===== config.mk =====
export PLATFORM = sky130hd
export DESIGN_NAME = cvr_ctrl
export DESIGN_NICKNAME = d
export VERILOG_FILES = /design/src/rtl/cvr_pkg.sv /design/src/rtl/cvr_ctrl.sv
export SDC_FILE = /design/constraint.sdc
export NUM_CORES = 1
export LEC_CHECK = 0
export BUFFER_PORTS_ARGS = -buffer_cell sky130_fd_sc_hd__buf_2
export CORE_AREA = 2 2 39 41
export CTS_CLUSTER_DIAMETER = 100
export DETAILED_ROUTE_END_ITERATION = 8
export DIE_AREA = 0 0 41 43
export PLACE_DENSITY = 0.55
export SYNTH_ARGS = -nofsm -noshare
export SYNTH_HDL_FRONTEND = slang
export SYNTH_SLANG_ARGS = --single-unit

===== constraint.sdc =====
create_clock -name clk_i -period 3 [get_ports clk_i]
set_clock_uncertainty 0.1 [all_clocks]
set_input_delay 0.6 -clock clk_i [delete_from_list [all_inputs] [get_ports clk_i]]
set_output_delay 0.6 -clock clk_i [all_outputs]
set_load 0.05 [all_outputs]

===== src/rtl/cvr_pkg.sv =====
// Shared types and constants for the FIR convolution reverb with wet/dry mix.
`timescale 1ns / 1ps
`default_nettype none
package cvr_pkg;

  // Field and register widths
  localparam int unsigned SAMPLE_W    = 16;
  localparam int unsigned TAP_INDEX_W = 11;
  localparam int unsigned TAP_COUNT_W = 12;
  localparam int unsigned LEVEL_W     = 17;
  localparam int unsigned CFG_INDEX_W = 2;
  localparam int unsigned CFG_DATA_W  = 17;

  // Default impulse response capacity
  localparam int unsigned MAX_TAPS_DEF = 2048;

  // Register reset values
  localparam logic [TAP_COUNT_W-1:0] TAP_COUNT_RESET = '0;
  localparam logic [LEVEL_W-1:0]     WET_RESET       = 17'd19661;
  localparam logic [LEVEL_W-1:0]     DRY_RESET       = 17'd45875;
  localparam logic [LEVEL_W-1:0]     UNITY_LEVEL     = 17'd65536;

  // Shared multiplier: accumulator is fed in two slices, split at bit SPLIT_W
  localparam int unsigned SPLIT_W     = 24;
  localparam int unsigned MUL_A_W     = SPLIT_W + 1;
  localparam int unsigned MUL_B_W     = LEVEL_W + 1;
  localparam int unsigned PROD_W      = MUL_A_W + MUL_B_W;
  localparam int unsigned FRAC_SHIFT  = 15;
  localparam int unsigned ROUND_SHIFT = 31;

  localparam logic signed [SAMPLE_W-1:0] SAT_MAX = 16'sh7FFF;
  localparam logic signed [SAMPLE_W-1:0] SAT_MIN = 16'sh8000;

  // Sequencer counts
  localparam logic [1:0] MIX_CNT_LAST    = 2'd2;
  localparam logic [1:0] SETTLE_CNT_LAST = 2'd1;

  typedef enum logic [CFG_INDEX_W-1:0] {
    CFG_TAP_COUNT = 2'd0,
    CFG_WET_LEVEL = 2'd1,
    CFG_DRY_LEVEL = 2'd2
  } cfg_reg_e;

  typedef enum logic {
    KIND_SAMPLE = 1'b0,
    KIND_TAP    = 1'b1
  } item_kind_e;

  typedef enum logic [1:0] {
    OP_CONV   = 2'd0,
    OP_WET_LO = 2'd1,
    OP_WET_HI = 2'd2,
    OP_DRY    = 2'd3
  } mac_op_e;

  typedef enum logic [2:0] {
    S_IDLE   = 3'd0,
    S_CONV   = 3'd1,
    S_DRAIN  = 3'd2,
    S_MIX    = 3'd3,
    S_SETTLE = 3'd4,
    S_FINISH = 3'd5
  } ctrl_state_e;

  typedef struct packed {
    logic    load_sample;
    logic    load_tap;
    logic    issue;
    mac_op_e op;
    logic    load_out;
  } dp_cmd_t;

  typedef struct packed {
    logic n_zero;
    logic conv_last;
    logic out_free;
  } dp_status_t;

endpackage
`default_nettype wire


===== src/rtl/cvr_ctrl.sv =====
// Controller: sequences tap loads, convolution steps, mix steps and result hand-off.
`timescale 1ns / 1ps
`default_nettype none
module cvr_ctrl (
  input  logic                clk_i,
  input  logic                rst_ni,
  input  logic                in_valid_i,
  input  logic                kind_i,
  output logic                in_ready_o,
  input  cvr_pkg::dp_status_t status_i,
  output cvr_pkg::dp_cmd_t    cmd_o
);
  import cvr_pkg::*;

  ctrl_state_e state_q, state_d;
  logic [1:0]  cnt_q, cnt_d;

  always_ff @(posedge clk_i or negedge rst_ni) begin
    if (!rst_ni) begin
      state_q <= S_IDLE;
      cnt_q   <= '0;
    end else begin
      state_q <= state_d;
      cnt_q   <= cnt_d;
    end
  end

  always_comb begin
    state_d    = state_q;
    cnt_d      = cnt_q;
    cmd_o      = '0;
    in_ready_o = 1'b0;
    unique case (state_q)
      S_IDLE: begin
        in_ready_o = 1'b1;
        if (in_valid_i) begin
          if (kind_i == KIND_TAP) begin
            cmd_o.load_tap = 1'b1;
          end else begin
            cmd_o.load_sample = 1'b1;
            state_d = status_i.n_zero ? S_FINISH : S_CONV;
          end
        end
      end
      S_CONV: begin
        cmd_o.issue = 1'b1;
        cmd_o.op    = OP_CONV;
        if (status_i.conv_last) begin
          state_d = S_DRAIN;
        end
      end
      S_DRAIN: begin
        // the drain state lets the last product land before the mix reads the sum
        state_d = S_MIX;
        cnt_d   = '0;
      end
      S_MIX: begin
        cmd_o.issue = 1'b1;
        case (cnt_q)
          2'd0:    cmd_o.op = OP_WET_LO;
          2'd1:    cmd_o.op = OP_WET_HI;
          default: cmd_o.op = OP_DRY;
        endcase
        if (cnt_q == MIX_CNT_LAST) begin
          state_d = S_SETTLE;
          cnt_d   = '0;
        end else begin
          cnt_d = cnt_q + 2'd1;
        end
      end
      S_SETTLE: begin
        if (cnt_q == SETTLE_CNT_LAST) begin
          state_d = S_FINISH;
        end else begin
          cnt_d = cnt_q + 2'd1;
        end
      end
      S_FINISH: begin
        if (status_i.out_free) begin
          cmd_o.load_out = 1'b1;
          state_d = S_IDLE;
        end
      end
      default: state_d = S_IDLE;
    endcase
  end

endmodule
`default_nettype wire


Word-level counts from Yosys, hierarchy flattened --
Cells that the tools add are included.
Operators by class: add/subtract/negate cells 1, $mul 0, div/mod/pow operators 0, order comparisons 0, equal/unequal tests 14, shift operators 0, muxes and demuxes 20, bitwise operators 0, reductions and logical operators 5
Operator list (count):
- 3-bit 2-to-1 mux | 7
- 3-bit one-hot mux with 6 select lines | 1
- 2-bit != test (second input constant) | 7
- 2-bit 2-to-1 mux | 4
- 3-bit by 2-bit == test with 1-bit output (second input constant) | 2
- 3-bit == test (second input constant) | 2
- 2-bit one-hot mux with 3 select lines | 1
- 3-bit one-hot mux with 2 select lines | 1
- 6-bit AND reduction | 1
- 1-bit 2-to-1 mux | 5
- 2-bit one-hot mux with 2 select lines | 1
- 3-bit by 1-bit == test with 1-bit output (second input constant) | 1
- 3-bit logical NOT | 1
- 3-bit nonzero test | 1
- 2-bit by 1-bit adder with 2-bit output (second input constant) | 1
- 2-bit by 1-bit == test with 1-bit output (second input constant) | 1
- 2-bit == test (second input constant) | 1
- 2-bit logical NOT | 1
- 2-bit AND reduction | 1
Storage, ports and cells: bits in registers 5, bits in latches 0, bits in writable memories 0, memory bits (read-only) 0, output and inout bits 7, memories kept 0

Logic depth before layout (Yosys ltp) --
depth after elaboration 4, depth in mapped cells 5, gate-level depth less buffers 5

Least setup slack after synthesis --
Ideal clock, no wire load.
path kind register to output, from register state_q[1], to output port cmd_o[4] (netlist name), arrival time 2253 ps, required time 2300 ps, setup slack 47 ps, cell stages (with the launch flop) 4, buffers on the path 1, path through dfrtp_1 > buf_4 > nor3_1 > and3_1
RTL lines:
- from (decl) | line cvr_ctrl.sv:15 | ctrl_state_e state_q, state_d;
- from (signal assigned) | line cvr_ctrl.sv:23 | state_q <= state_d;
- to (decl) | line cvr_ctrl.sv:11 | output cvr_pkg::dp_cmd_t cmd_o

==> run_results.csv <==
group,metric,value,unit
status,outcome,"completed",
placed_design,port_buffers,13,
worst_setup_path,cp-end-kind,"primary output",
synth,syn_inst,52,
floorplanning,core_area,1384,um2
detailed_routing,totalWireLength,955,um
sta,setup_slack,731.1,ps
synth,synth_edf_count,0,
sta,rsz0062_at_grt,"false",
detailed_routing,wire_per_inst,11.79,um
sta,fin_tns_setup,0,ps
power_and_ir_drop,power_density,1124,nW/um2
finish,layout_common_cells,"buf_2, ha_1, dfrtp_1",
sta,whs,66.07,ps
sta,setup_violations,0,
sta,hold_viol,0,
global_route,grt_max_degree,20,
clock_tree,ctsHoldBuffers,0,
detailed_routing,avgViaCountPerCell,5.185,
floorplanning,rows,14,
synth,yosys_register_bits,5,
finish,syn_to_final_growth,18.49,%
placed_design,dp.cells,77,
power_and_ir_drop,total_leakage_power,0.2542,nW
clock_tree,clockBufferDepth,2,
floorplanning,boundaryPins,14,
global_route,grt_pass1_vias,355,
floorplanning,dieArea,1763,um2
clock_tree,clk_latency,240,ps
worst_setup_path,crit_path_start_kind,"flop",
worst_setup_path,cp_data_arrival_time,1570,ps
finish,final-instance-count-excl-fill,81,
worst_setup_path,cp.required,2300,ps
floorplanning,die_w,41,um
clock_tree,cts_setup_buffers,0,
finish,finalNetCount,78,
finish,final_util,38.25,%
clock_tree,clock_sinks,5,
sta,relSlewSlack,65.84,%
flow_run,maxCapViolCount,0,
clock_tree,htree_levels,1,
finish,antenna_cells,0,
clock_tree,cts_inserted_buffers,3,
clock_tree,cts-root-buf,"clkbuf_4",
detailed_routing,antenna_left,0,
synth,synth.distinct_cells,29,
sta,period_needed,2269,ps
sta,tightest_slew,512.5,ps
worst_hold_path,holdCritPathClass,"input pin to async pin",
placed_design,dp_hpwl,704.3,um
sta,slew_viol_final,0,
clock_tree,cts_tree,"built",
global_route,antenna_found_initial,0,
synth,synth_warnings,0,
detailed_routing,vias,420,
finish,layout-drive-gt1-share,24.62,%
synth,mappedNetlistNets,64,
power_and_ir_drop,max-vdd-ir-drop,0.4414,mV
finish,final_common_cell,"buf_2",
detailed_routing,drt-initial-drc-count,5,
synth,avgSynthCellArea,8.590,um2
worst_setup_path,rrSetupSlack,1400,ps
clock_tree,post_cts_resize_count,0,
floorplanning,die_h,43,um
detailed_routing,firstDrtPassIters,4,
sta,period_share,75.63,%
synth,synth_area,446.7,um2
worst_setup_path,critPathMaxFanout,19,
floorplanning,start_util,32.28,%
synth,async_flop_share,100.0,%
placed_design,place_congestion,0.6764,
global_route,track_usage,14.11,%
global_route,grt_pass1_wl,1593,um
global_route,gr-total-overflow,0,
clock_tree,clk_pin_slew_worst_paths,40,ps
worst_setup_path,worstSetupPathType,"flop to primary output",
synth,ys_seq_area_share,28.01,%
placed_design,pre_cts_ws,991.3,ps
synth,synth_ff_type,"dfrtp_1",
detailed_routing,drc_errors,0,
sta,timing.fmax,0.4408,GHz
[cell type report]
cell class / count / area, um2
Clock buffer: 4 / 26.28
Fill cell: 157 / 854.6
Inverter: 3 / 11.26
Multi-Input combinational cell: 40 / 281.5
Sequential cell: 5 / 125.1
Tap cell: 16 / 20.02
Timing Repair Buffer: 13 / 65.06
[worst paths after layout]
| path | from | end | cells after the start |
|---|---|---|---|
| max in group asynchronous | rst_ni | state_q[0] | 1 |
| worst max-delay path | state_q[1] | cmd_o[4] | 3 |
| worst min register to register | state_q[2] | state_q[1] | 1 |
| min in group clk_i | state_q[2] | state_q[1] | 1 |
| worst max register to register | cnt_q[0] | state_q[0] | 4 |
| worst min-delay path | rst_ni | cnt_q[0] | 1 |
[worst max-delay path: stages, from the launching register on]
cell and delay, ps:
dfrtp_1 560, nor3_1 330, and3_1 180, buf_2 250
[registers in the layout (all words and copies together) (netlist names)]
signal / count
cnt_q: 2
state_q: 3
[synth_stat cells (2+ instances only)]
library cell / n / area share [%]
o21ai_0: 2 / 2.2
dfrtp_1: 5 / 28
nor3_1: 2 / 2.2
ha_1: 5 / 14
a31oi_1: 2 / 2.8
inv_1: 3 / 2.5
nor2b_1: 3 / 4.2
nor3b_1: 2 / 3.4
buf_2: 2 / 2.2
nor2_1: 3 / 2.5
a21oi_1: 3 / 3.4
nand2_1: 3 / 2.5
[logic make-up (layout without fill, tap and decap cells)]
| group | count (synthesis) | after routing | share of synthesized area (%) |
|---|---|---|---|
| and+or+nand+nor | 21 | 21 | 28.02 |
| AOI/OAI and AO/OA | 13 | 13 | 18.77 |
| buffers and inverters | 7 | 20 | 8.964 |
| adders and majority gates | 5 | 5 | 14.01 |
| DFF | 5 | 5 | 28.01 |
| muxes | 1 | 1 | 2.241 |
[per-stage QoR]
step	cell area [um2]	total power [mW]
5_1_grt	529.3	0.6551
2_1_floorplan	446.7	0.4661
3_5_place_dp	503.0	0.5200
6_report	529.3	0.5951
4_1_cts	529.3	0.6054
3_3_place_gp	503.0	0.5177
[routing by layer]
metal | GRT usage [%] | part of all wire, %
met4 | 4.000 | 0
met3 | 9.424 | 5.7
met5 | 0 | 0
met1 | 19.22 | 46
met2 | 17.81 | 48
[power breakdown]
group / switching (mW) / internal [mW]
logic: 0.227 / 0.118
registers: 0.0774 / 0.0965
clock network: 0.0268 / 0.0502
No activity file was read; power rests on OpenSTA's default activity.
